File: config.mk
export PLATFORM = sky130hd
export DESIGN_NAME = gaussian_sum_of_uniforms
export DESIGN_NICKNAME = d
export VERILOG_FILES = /design/src/gsu_pkg.sv /design/src/gsu_ctrl.sv /design/src/gsu_dp.sv /design/src/gaussian_sum_of_uniforms.sv
export SDC_FILE = /design/constraint.sdc
export NUM_CORES = 2
export LEC_CHECK = 0
export BUFFER_PORTS_ARGS = -buffer_cell sky130_fd_sc_hd__buf_2
export CELL_PAD_IN_SITES_DETAIL_PLACEMENT = 1
export CELL_PAD_IN_SITES_GLOBAL_PLACEMENT = 1
export CORE_MARGIN = 2
export CORE_UTILIZATION = 47
export DETAILED_ROUTE_END_ITERATION = 6
export HOLD_SLACK_MARGIN = 0.02
export PLACE_DENSITY_LB_ADDON = 0.1
export SLEW_MARGIN = 20
export SYNTH_ARGS = -nofsm -noshare
export SYNTH_HDL_FRONTEND = slang
export SYNTH_SLANG_ARGS = --single-unit
File: constraint.sdc
create_clock -name clk -period 9.9 [get_ports clk]
set_input_delay 1.98 -clock clk [delete_from_list [all_inputs] [get_ports clk]]
set_output_delay 1.98 -clock clk [all_outputs]
set_load 0.02 [all_outputs]
File: src/gsu_pkg.sv
`default_nettype none
package gsu_pkg;

  localparam int SUM_COUNT_DEF = 12;
  localparam int MEAN_W        = 16;
  localparam int SPREAD_W      = 12;
  localparam int SPR12_W       = 16;
  localparam int SAMPLE_W      = 18;
  localparam int SEED_W        = 31;
  localparam int QMAG_W        = SAMPLE_W - 1;

  localparam longint unsigned PM_MOD = 64'd2147483647;
  localparam logic [14:0] PM_MULT    = 15'd16807;
  localparam logic [SEED_W-1:0] SEED_RESET = 31'd423669749;

  typedef struct packed {
    logic load;
    logic step;
    logic acc;
    logic center;
    logic scale;
    logic merge;
    logic fold;
    logic recip;
    logic emit;
  } gsu_cmd_t;

endpackage
`default_nettype wire

File: src/gsu_ctrl.sv
`default_nettype none
module gsu_ctrl import gsu_pkg::*; #(
  parameter int SUM_COUNT = SUM_COUNT_DEF
) (
  input  wire logic clk,
  input  wire logic rst_n,
  input  wire logic in_valid,
  output logic      in_stall,
  output logic      out_valid,
  input  wire logic out_stall,
  output gsu_cmd_t  cmd
);

  localparam int CNT_W     = $clog2(SUM_COUNT + 1);
  localparam int DIV_STEPS = 2;
  localparam int DIV_W     = $clog2(DIV_STEPS);
  localparam logic [CNT_W-1:0] CNT_LAST = CNT_W'(SUM_COUNT - 1);
  localparam logic [DIV_W-1:0] DIV_LAST = DIV_W'(DIV_STEPS - 1);

  typedef enum logic [2:0] {
    ST_IDLE, ST_GEN, ST_ACC, ST_CTR, ST_MUL, ST_CMB, ST_DIV, ST_OUT
  } state_t;

  state_t           state_r;
  logic [CNT_W-1:0] cnt_r;
  logic [DIV_W-1:0] div_cnt_r;
  logic             in_stall_r;
  logic             out_valid_r;
  logic             in_accept;
  logic             out_take;

  assign in_stall  = in_stall_r;
  assign out_valid = out_valid_r;

  always_comb begin
    in_accept  = (state_r == ST_IDLE) && in_valid && !in_stall_r;
    out_take   = (state_r == ST_OUT) && (!out_valid_r || !out_stall);
    cmd        = '0;
    cmd.load   = in_accept;
    cmd.step   = (state_r == ST_GEN);
    cmd.acc    = ((state_r == ST_GEN) && (cnt_r != '0)) || (state_r == ST_ACC);
    cmd.center = (state_r == ST_CTR);
    cmd.scale  = (state_r == ST_MUL);
    cmd.merge  = (state_r == ST_CMB);
    cmd.fold   = (state_r == ST_DIV) && (div_cnt_r == DIV_LAST);
    cmd.recip  = (state_r == ST_DIV) && (div_cnt_r == '0);
    cmd.emit   = out_take;
  end

  always_ff @(posedge clk) begin
    if (!rst_n) begin
      state_r     <= ST_IDLE;
      cnt_r       <= '0;
      div_cnt_r   <= '0;
      in_stall_r  <= 1'b0;
      out_valid_r <= 1'b0;
    end else begin
      if (out_take) begin
        out_valid_r <= 1'b1;
      end else if (out_valid_r && !out_stall) begin
        out_valid_r <= 1'b0;
      end
      unique case (state_r)
        ST_IDLE: begin
          if (in_accept) begin
            state_r    <= ST_GEN;
            in_stall_r <= 1'b1;
            cnt_r      <= '0;
          end
        end
        ST_GEN: begin
          cnt_r <= cnt_r + CNT_W'(1);
          if (cnt_r == CNT_LAST) begin
            state_r <= ST_ACC;
          end
        end
        ST_ACC: state_r <= ST_CTR;
        ST_CTR: state_r <= ST_MUL;
        ST_MUL: state_r <= ST_CMB;
        ST_CMB: begin
          state_r   <= ST_DIV;
          div_cnt_r <= DIV_LAST;
        end
        ST_DIV: begin
          div_cnt_r <= div_cnt_r - DIV_W'(1);
          if (div_cnt_r == '0) begin
            state_r <= ST_OUT;
          end
        end
        ST_OUT: begin
          if (out_take) begin
            in_stall_r <= 1'b0;
            state_r    <= ST_IDLE;
          end
        end
      endcase
    end
  end

endmodule
`default_nettype wire

File: src/gsu_dp.sv
`default_nettype none
module gsu_dp import gsu_pkg::*; #(
  parameter int SUM_COUNT = SUM_COUNT_DEF
) (
  input  wire logic                clk,
  input  wire logic                rst_n,
  input  wire gsu_cmd_t            cmd,
  input  wire logic                cfg_wr_en,
  input  wire logic [SEED_W-1:0]   cfg_wr_data,
  input  wire logic [MEAN_W-1:0]   in_mean_value,
  input  wire logic [SPREAD_W-1:0] in_spread,
  output logic [SAMPLE_W-1:0]      out_sample,
  output logic [SEED_W-1:0]        out_seed_after
);

  localparam int SW    = $clog2(SUM_COUNT) + SEED_W;
  localparam longint unsigned DEN = 2 * SUM_COUNT * PM_MOD;
  localparam longint unsigned NM  = SUM_COUNT * PM_MOD;
  localparam int DW    = $clog2(DEN);
  localparam int NUM_W = DW + QMAG_W;
  localparam logic [DW-1:0] DEN_V = DW'(DEN);
  localparam logic [SW-1:0] NM_V  = SW'(NM);
  localparam logic [31:0]   MOD_V = 32'(PM_MOD);

  // quotient by 2^31-1, then by 2*SUM_COUNT through a reciprocal
  localparam int Q1_W   = NUM_W - SEED_W;
  localparam int D2     = 2 * SUM_COUNT;
  localparam int RCP_SH = Q1_W + $clog2(D2);
  localparam int RCP_W  = Q1_W + 1;
  localparam longint unsigned RCP =
    ((64'd1 << RCP_SH) + longint'(D2) - 64'd1) / longint'(D2);
  localparam logic [RCP_W-1:0] RCP_V = RCP_W'(RCP);

  function automatic logic [SEED_W-1:0] pm_next(input logic [SEED_W-1:0] x);
    logic [45:0] p;
    logic [31:0] r;
    p = {15'd0, x} * {31'd0, PM_MULT};
    r = {17'd0, p[45:31]} + {1'b0, p[30:0]};
    if (r >= MOD_V) begin
      r = r - MOD_V;
    end
    return r[SEED_W-1:0];
  endfunction

  logic [SEED_W-1:0]   x_r;
  logic [SW-1:0]       sum_r;
  logic [MEAN_W-1:0]   mean_r;
  logic [SPR12_W-1:0]  spr12_r;
  logic [SW:0]         cmag_r;
  logic                cneg_r;
  logic [NUM_W-1:0]    meand_r;
  logic [NUM_W-1:0]    prod_r;
  logic [NUM_W-1:0]    tmag_r;
  logic [Q1_W-1:0]     q1_r;
  logic [QMAG_W-1:0]   qmag_r;
  logic                qneg_r;
  logic [SAMPLE_W-1:0] sample_r;
  logic [SEED_W-1:0]   seed_r;

  logic [SPR12_W-1:0]  spr12;
  logic signed [SW+1:0] cdiff;
  logic [SW:0]         cmag;
  logic [NUM_W-1:0]    meand;
  logic [NUM_W-1:0]    prod;
  logic [NUM_W:0]      tot;
  logic                tneg;
  logic [NUM_W:0]      tmag;
  logic [SEED_W:0]     fsum;
  logic                fge;
  logic [Q1_W-1:0]     q1;
  logic [2*Q1_W:0]     qprod;
  logic [SAMPLE_W-1:0] qext;

  always_comb begin
    spr12 = {1'b0, in_spread, 3'b000} + {2'b00, in_spread, 2'b00};
    cdiff = $signed({1'b0, sum_r, 1'b0}) - $signed({2'b00, NM_V});
    cmag  = cdiff[SW+1] ? (SW+1)'(-cdiff) : cdiff[SW:0];
    meand = {{(NUM_W-MEAN_W){1'b0}}, mean_r} * {{(NUM_W-DW){1'b0}}, DEN_V};
    prod  = {{(NUM_W-SW-1){1'b0}}, cmag_r} * {{(NUM_W-SPR12_W){1'b0}}, spr12_r};
    tot   = cneg_r ? ({1'b0, meand_r} - {1'b0, prod_r}) : ({1'b0, meand_r} + {1'b0, prod_r});
    tneg  = cneg_r & tot[NUM_W];
    tmag  = tneg ? -tot : tot;
    // 2^31 folds to 1 modulo 2^31-1, so high part plus low part needs one correction
    fsum  = {1'b0, tmag_r[SEED_W-1:0]} +
            {{(SEED_W+1-Q1_W){1'b0}}, tmag_r[NUM_W-1:SEED_W]};
    fge   = (fsum >= MOD_V);
    q1    = tmag_r[NUM_W-1:SEED_W] + Q1_W'(fge);
    qprod = {{RCP_W{1'b0}}, q1_r} * {{Q1_W{1'b0}}, RCP_V};
    qext  = {1'b0, qmag_r};
  end

  always_ff @(posedge clk) begin
    if (!rst_n) begin
      x_r <= SEED_RESET;
    end else if (cfg_wr_en) begin
      x_r <= cfg_wr_data;
    end else if (cmd.step) begin
      x_r <= pm_next(x_r);
    end
  end

  always_ff @(posedge clk) begin
    if (cmd.load) begin
      mean_r  <= in_mean_value;
      spr12_r <= spr12;
      sum_r   <= '0;
    end else if (cmd.acc) begin
      sum_r <= sum_r + SW'(x_r);
    end
    if (cmd.center) begin
      cmag_r  <= cmag;
      cneg_r  <= cdiff[SW+1];
      meand_r <= meand;
    end
    if (cmd.scale) begin
      prod_r <= prod;
    end
    if (cmd.merge) begin
      qneg_r <= tneg;
      tmag_r <= tmag[NUM_W-1:0];
    end
    if (cmd.fold) begin
      q1_r <= q1;
    end
    if (cmd.recip) begin
      qmag_r <= qprod[RCP_SH+QMAG_W-1:RCP_SH];
    end
    if (cmd.emit) begin
      sample_r <= qneg_r ? -qext : qext;
      seed_r   <= x_r;
    end
  end

  assign out_sample     = sample_r;
  assign out_seed_after = seed_r;

endmodule
`default_nettype wire

File: src/gaussian_sum_of_uniforms.sv
// Approximately normal integer samples from a sum of uniforms. Each accepted
// beat of mean and spread steps a minimal standard multiplicative congruential
// generator (x = 16807*x mod 2^31-1) SUM_COUNT times, one step per cycle, sums
// the states, centers and scales the sum, and divides exactly by
// 2*SUM_COUNT*(2^31-1): the DIV state first folds the quotient by 2^31-1 and
// then takes the quotient by 2*SUM_COUNT through a reciprocal multiply. The
// beat passes the GEN, ACC, CTR, MUL, CMB, DIV and OUT states before its result
// is registered, the generator steps in GEN taking most of that time, and one
// item is in flight at a time. The result sits in an output register, so a new
// beat is taken while the last result still waits; a stalled result holds the
// next item in its last cycle. A write on the cfg port reloads the generator
// state and must come while the block is idle.
`default_nettype none
module gaussian_sum_of_uniforms import gsu_pkg::*; #(
  parameter int SUM_COUNT = SUM_COUNT_DEF
) (
  input  wire logic                clk,
  input  wire logic                rst_n,
  input  wire logic                cfg_wr_en,
  input  wire logic [SEED_W-1:0]   cfg_wr_data,
  input  wire logic                in_valid,
  output logic                     in_stall,
  input  wire logic [MEAN_W-1:0]   in_mean_value,
  input  wire logic [SPREAD_W-1:0] in_spread,
  output logic                     out_valid,
  input  wire logic                out_stall,
  output logic [SAMPLE_W-1:0]      out_sample,
  output logic [SEED_W-1:0]        out_seed_after
);

  gsu_cmd_t cmd;

  gsu_ctrl #(.SUM_COUNT(SUM_COUNT)) u_ctrl (
    .clk       (clk),
    .rst_n     (rst_n),
    .in_valid  (in_valid),
    .in_stall  (in_stall),
    .out_valid (out_valid),
    .out_stall (out_stall),
    .cmd       (cmd)
  );

  gsu_dp #(.SUM_COUNT(SUM_COUNT)) u_dp (
    .clk            (clk),
    .rst_n          (rst_n),
    .cmd            (cmd),
    .cfg_wr_en      (cfg_wr_en),
    .cfg_wr_data    (cfg_wr_data),
    .in_mean_value  (in_mean_value),
    .in_spread      (in_spread),
    .out_sample     (out_sample),
    .out_seed_after (out_seed_after)
  );

endmodule
`default_nettype wire

Word level (Yosys, flattened, before mapping)
Cells that the tools add are included.
{ "totals": {"wordCells": 96, "output_inout_bits": 51, "ff_bits": 388} }
{ "op_classes": {"mul": 4, "addsub": 14, "n_reduce_logical": 22, "bitwise_logic": 2, "mux": 20, "n_eq_ne": 12, "order_cmp": 2} }
{ "op_table": {"columns": ["cell", "n"], "rows": [
  ["$mux W31", 3],
  ["$ge A32 B31 Y1 const B", 2],
  ["$mux W54", 1],
  ["$add A52 B52 Y53", 1],
  ["$mux W53", 1],
  ["$neg A53 Y53", 1],
  ["$sub A52 B52 Y53", 1],
  ["$mul A36 B16 Y52", 1],
  ["$mul A16 B33 Y49 const B", 1],
  ["$mul A31 B15 Y46 const B", 1],
  ["$mul A22 B22 Y43 const B", 1],
  ["$sub A36 B35 Y37 const B", 1],
  ["$mux W36", 1],
  ["$neg A36 Y36", 1],
  ["$add A35 B31 Y35", 1],
  ["$add A15 B31 Y32", 1],
  ["$add A31 B22 Y32", 1],
  ["$sub A31 B31 Y31 const B", 1],
  ["$pmux W3 S8", 1],
  ["$add A22 B1 Y22", 1],
  ["$neg A17 Y18", 1],
  ["$mux W17", 1],
  ["$add A15 B14 Y16", 1],
  ["$eq A3 B3 Y1 const B", 4],
  ["other kinds (23)", 46]
]} }

Longest topological paths before layout
{ "depth": {"word_depth": 6, "mapped_depth": 45, "mapped_depth_nobuf": 42} }

By module
A second synthesis with hierarchy kept.
{ "hier_totals": {"cells_unflattened": 6764, "hier_area_um2": 63397.1} }
{ "modules_own_cells": {"columns": ["mod", "n_inst", "seq_area_each_um2", "cells_per_inst", "area_each_um2"], "rows": [
  ["gsu_dp", 1, 10420.0, 6685, 62794.0],
  ["gsu_ctrl", 1, 200.2, 79, 603.1]
]} }

Least setup slack after synthesis
Ideal clock, no wire load.
{ "synth_path": {"kind": "register -> register", "start": "register u_dp.x_r[21]", "end": "register u_dp.x_r[13]", "period_less_slack_ns": 10.226, "path_slack_ns": -0.326, "path_stages_with_launch": 43, "t_arrival_ns": 10.081, "path_buffers": 2, "cell_sequence": "dfxtp_1 > inv_1 > fa_1 > inv_1 > ha_1 > inv_1 > fa_1 > inv_1 > fa_1 > fa_1 > inv_1 > fa_1 > inv_1 > ha_1 > clkbuf_1 > a21oi_1 > o21ai_1 > a31oi_1 > [... 7 more ...] > o21ai_0 > o21a_1 > o31a_1 > xnor2_1 > ha_1 > and4_1 > nand3_1 > nor2_1 > a211oi_1 > nand3b_1 > or4b_1 > buf_2 > or4_4 > a2111o_1 > or3_4 > a2111oi_4 > xnor2_1 > o2111ai_1"} }
{ "synth_via": {"elab_chain_cells": 6} }
{ "synth_rtl": {"columns": ["item", "line", "source"], "rows": [
  ["from (decl)", "gsu_dp.sv:45", "logic [SEED_W-1:0] x_r;"],
  ["from (signal assigned)", "gsu_dp.sv:96", "x_r <= cfg_wr_data;"],
  ["from (signal assigned)", "gsu_dp.sv:98", "x_r <= pm_next(x_r);"],
  ["$mul A31 B15 Y46 *", "gsu_dp.sv:37", "p = {15'd0, x} * {31'd0, PM_MULT};"],
  ["$add A15 B31 Y32 *", "gsu_dp.sv:38", "r = {17'd0, p[45:31]} + {1'b0, p[30:0]};"],
  ["$sub A31 B31 Y31 / $ge A32 B31 Y1 (equally long branches)", "gsu_dp.sv:40, gsu_dp.sv:39", null],
  ["$mux W31 *", "gsu_dp.sv:39", "if (r >= MOD_V) begin"],
  ["$mux W31 *", "gsu_dp.sv:97", "end else if (cmd.step) begin"],
  ["$mux W31 *", "gsu_dp.sv:95", "end else if (cfg_wr_en) begin"]
]} }
Mark *: on every way between the ends. The rest lies on a longest branch, timed or not. The select of a mux whose other input is x is not followed.
A chain may end at the register's enable or synchronous reset.

Worst setup path after layout
{ "layout_path": {"start": "register u_dp.x_r[14]", "end": "register u_dp.x_r[13]"} }
Same word-level chain as after synthesis.

==> results_dict.tcl <==
set metrics [dict create \
    grt_start_max_net_pins 67 \
    tns_ns 0 \
    synthCells 6744 \
    placed_area_um2 66780 \
    r2r-start "u_dp.x_r[14]$_SDFFE_PN0P_" \
    dp_slack_ns -0.4585 \
    pin_count 115 \
    synth_top_area_share_pct 26.66 \
    max_freq_mhz 102.7 \
    cp_max_fo 5 \
    postLayoutCellArea_um2 69290 \
    finalClockSkew_ns 0.03457 \
    fp.dieW_um 370.3 \
    cts_max_level 2 \
    via_per_inst 5.611 \
    io_buffers 114 \
    antenna_found_initial 8 \
    worstSetupStartpoint "u_dp.x_r[14]$_SDFFE_PN0P_" \
    yosys.area_share.adder_pct 44.10 \
    clk_path_buf_depth 3 \
    synth-async-reset-ratio_pct 0 \
    numCtsBuffers 48 \
    synth_edf_count 303 \
    start_util_pct 47.32 \
    cts_tree "built" \
    setup_viol 0 \
    drt.antenna.violating_nets 0 \
    clkTransAtPathRegs_ns 0.06 \
    rrSetupSlack_ns 0.16 \
    area_delta_synth_final_pct 9.865 \
    rows 134 \
    cp-end-kind "register" \
    multi_input_area_um2 47700 \
    synthMuxAreaShare_pct 0.3412 \
    hold_start "u_dp.qmag_r[0]$_DFFE_PP_" \
    drt-initial-drc-count 2288 \
    fill_cells 15260 \
    yosys-top-cells-count "1237 x inv_1, 879 x ha_1, 840 x fa_1" \
    min_period_ns 9.738 \
    crit_path_top_delay_cell "fa_1" \
    root_buffer "clkbuf_16" \
    synth_area_leaders "fa_1 27%, ha_1 17%, edfxtp_1 14%" \
    synth_warnings 0 \
    grt_pass1_wl_um 309800 \
    synth_top_area_cell "fa_1" \
    synth_compound_area_share_pct 11.80 \
    drc_errors 0 \
    fin_ws_ns 0.1623 \
    hold_violations 0 \
    hold_path_class "reg2reg" \
    status "finished, final reports clean" \
    crit_top_cell "fa_1" \
    finalCritPeriodShare_pct 98.36 \
    die_y_um 370.3 \
    grt_pass1_vias 54270 \
    worst_slew_margin_rel_pct 28.94 \
    synth-simple-area-share_pct 12.92 \
    detail_route.wl_per_cell_um 22.65 \
    synthesis.nets 8527 \
    syn_area_um2 63070 \
    num_vias 49160 \
    slowest_delay_ns 0.59 \
    routed_wl_um 198400 \
    core_area_um2 133300 \
    cap_violations 0 \
    cp.required_ns 10.41 \
    crit_arrival_ns 10.25 \
    insertion_delay_ns 0.66 \
    syn_area_per_cell_um2 9.352 \
    grt_overflow 0 \
    gp_congestion 0.9217 \
    fin_nets 8735 \
    synth_top_family_by_area "adder cells" \
    start_kind "register" \
    finalMaxSlewViolations 0 \
    ctsHoldBuffers 0 \
    synth_most_common_cell "inv_1" \
    dp_hpwl_um 166700 \
    fin_util_pct 51.99 \
    globalRouteTotalUtil_pct 29.16 \
    crit_type "reg2reg" \
    die-area_um2 137100 \
    synth_xor_area_share_pct 5.400 \
    dr.pass1.iters 5 \
    synth_cell_type_count 105 \
    clock-sinks 379 \
    regArea_um2 10640 \
    worst_slew_pin_slew_ns 1.066 \
    rsz0062_at_grt "yes" \
    yosysSeqAreaShare_pct 16.84 \
    synth_seq_cells 379 \
    ys.flop_type "edfxtp_1" \
    drive_gt1_share_pct 9.140 \
]
repair_timing:
item | CTS | global route
pin swaps | 24 | 63
setup endpoints to repair | 31 | 31
resized for setup | 46 | 98
setup buffers | 16 | 18
registers in the layout, indices dropped and copies added (netlist names):
register and count:
u_dp.tmag_r 50, u_dp.meand_r 49, u_dp.prod_r 49, u_dp.cmag_r 35
u_dp.sum_r 35, u_dp.out_seed_after 31, u_dp.x_r 31, u_dp.q1_r 22
u_dp.out_sample 18, u_dp.qmag_r 17, u_dp.mean_r 16, u_dp.spr12_r 14
u_ctrl.cnt_r 4, u_ctrl.state_r 3, u_ctrl.div_cnt_r 1, u_ctrl.in_stall 1
u_ctrl.out_valid 1, u_dp.cneg_r 1, u_dp.qneg_r 1
worst paths after layout:
check                                 end  depth (start not counted)
max             u_dp.x_r[13]$_SDFFE_PN1P_                         39
min reg2reg  u_dp.out_sample[0]$_DFFE_PP_                          0
min          u_dp.out_sample[0]$_DFFE_PP_                          0
max reg2reg     u_dp.x_r[13]$_SDFFE_PN1P_                         39
per-stage QoR:
step,instances,hold slack [ns]
after global placement,8637,0.4698
after global routing,8759,0.5134
after detailed placement,8637,0.4945
final,8761,0.4839
after floorplan,6744,0.4429
after CTS,8742,0.4893
cell usage in the layout (no fill, tap or decap), types with 41 or more instances in the layout:
cell / instances
o21bai_1: 56
a211oi_1: 46
nand2_1: 572
buf_2: 114
inv_1: 1212
xor2_1: 96
ha_1: 860
fa_1: 836
edfxtp_1: 303
a21oi_1: 320
o21ai_0: 191
nand4_1: 56
nand3_1: 98
a31oi_1: 44
a21o_1: 129
o31ai_1: 41
xnor2_1: 282
nor3_1: 89
nand2b_1: 48
buf_4: 234
dfxtp_1: 66
and2_1: 225
nor2_1: 315
clkbuf_16: 48
cell type report:
cell class                      instances  area share (%)
Timing Repair Buffer                  359           3.550
Tap cell                             1768           3.192
Multi-Input combinational cell       4925           68.84
Antenna cell                            2        0.007223
Clock buffer                           54           1.766
Clock inverter                         35          0.5670
Inverter                             1239           6.726
Sequential cell                       379           15.35
metal layers:
metal	part of all wire, %	wire length (um)	GRT usage [%]
met3	3.9	7693	3.164
met1	42	83820	36.52
met2	50	99110	52.01
met4	3.9	7778	10.04
met5	0.019	38	0
critical path: cells and delay by family (launching register included):
kind | cells | cell delay [ns]
adders and majority gates | 8 | 3.34
AOI/OAI and AO/OA | 13 | 2.86
and+or+nand+nor | 11 | 2.44
DFF | 1 | 0.35
xor gates and xnor gates | 2 | 0.30
buffers and inverters | 5 | 0.30
kinds of logic (layout without fill, tap and decap cells):
group                      after synthesis  count (layout)
AOI/OAI and AO/OA                     1128            1128
xor gates and xnor gates               385             385
adders and majority gates             1719            1719
buffers and inverters                 1440            1687
DFF                                    379             379
muxes                                   21              21
other                                    0               2
and+or+nand+nor                       1672            1672
Power is not shown: default switching activity piles up to over one toggle a cycle in this logic, so the estimate is an artifact.
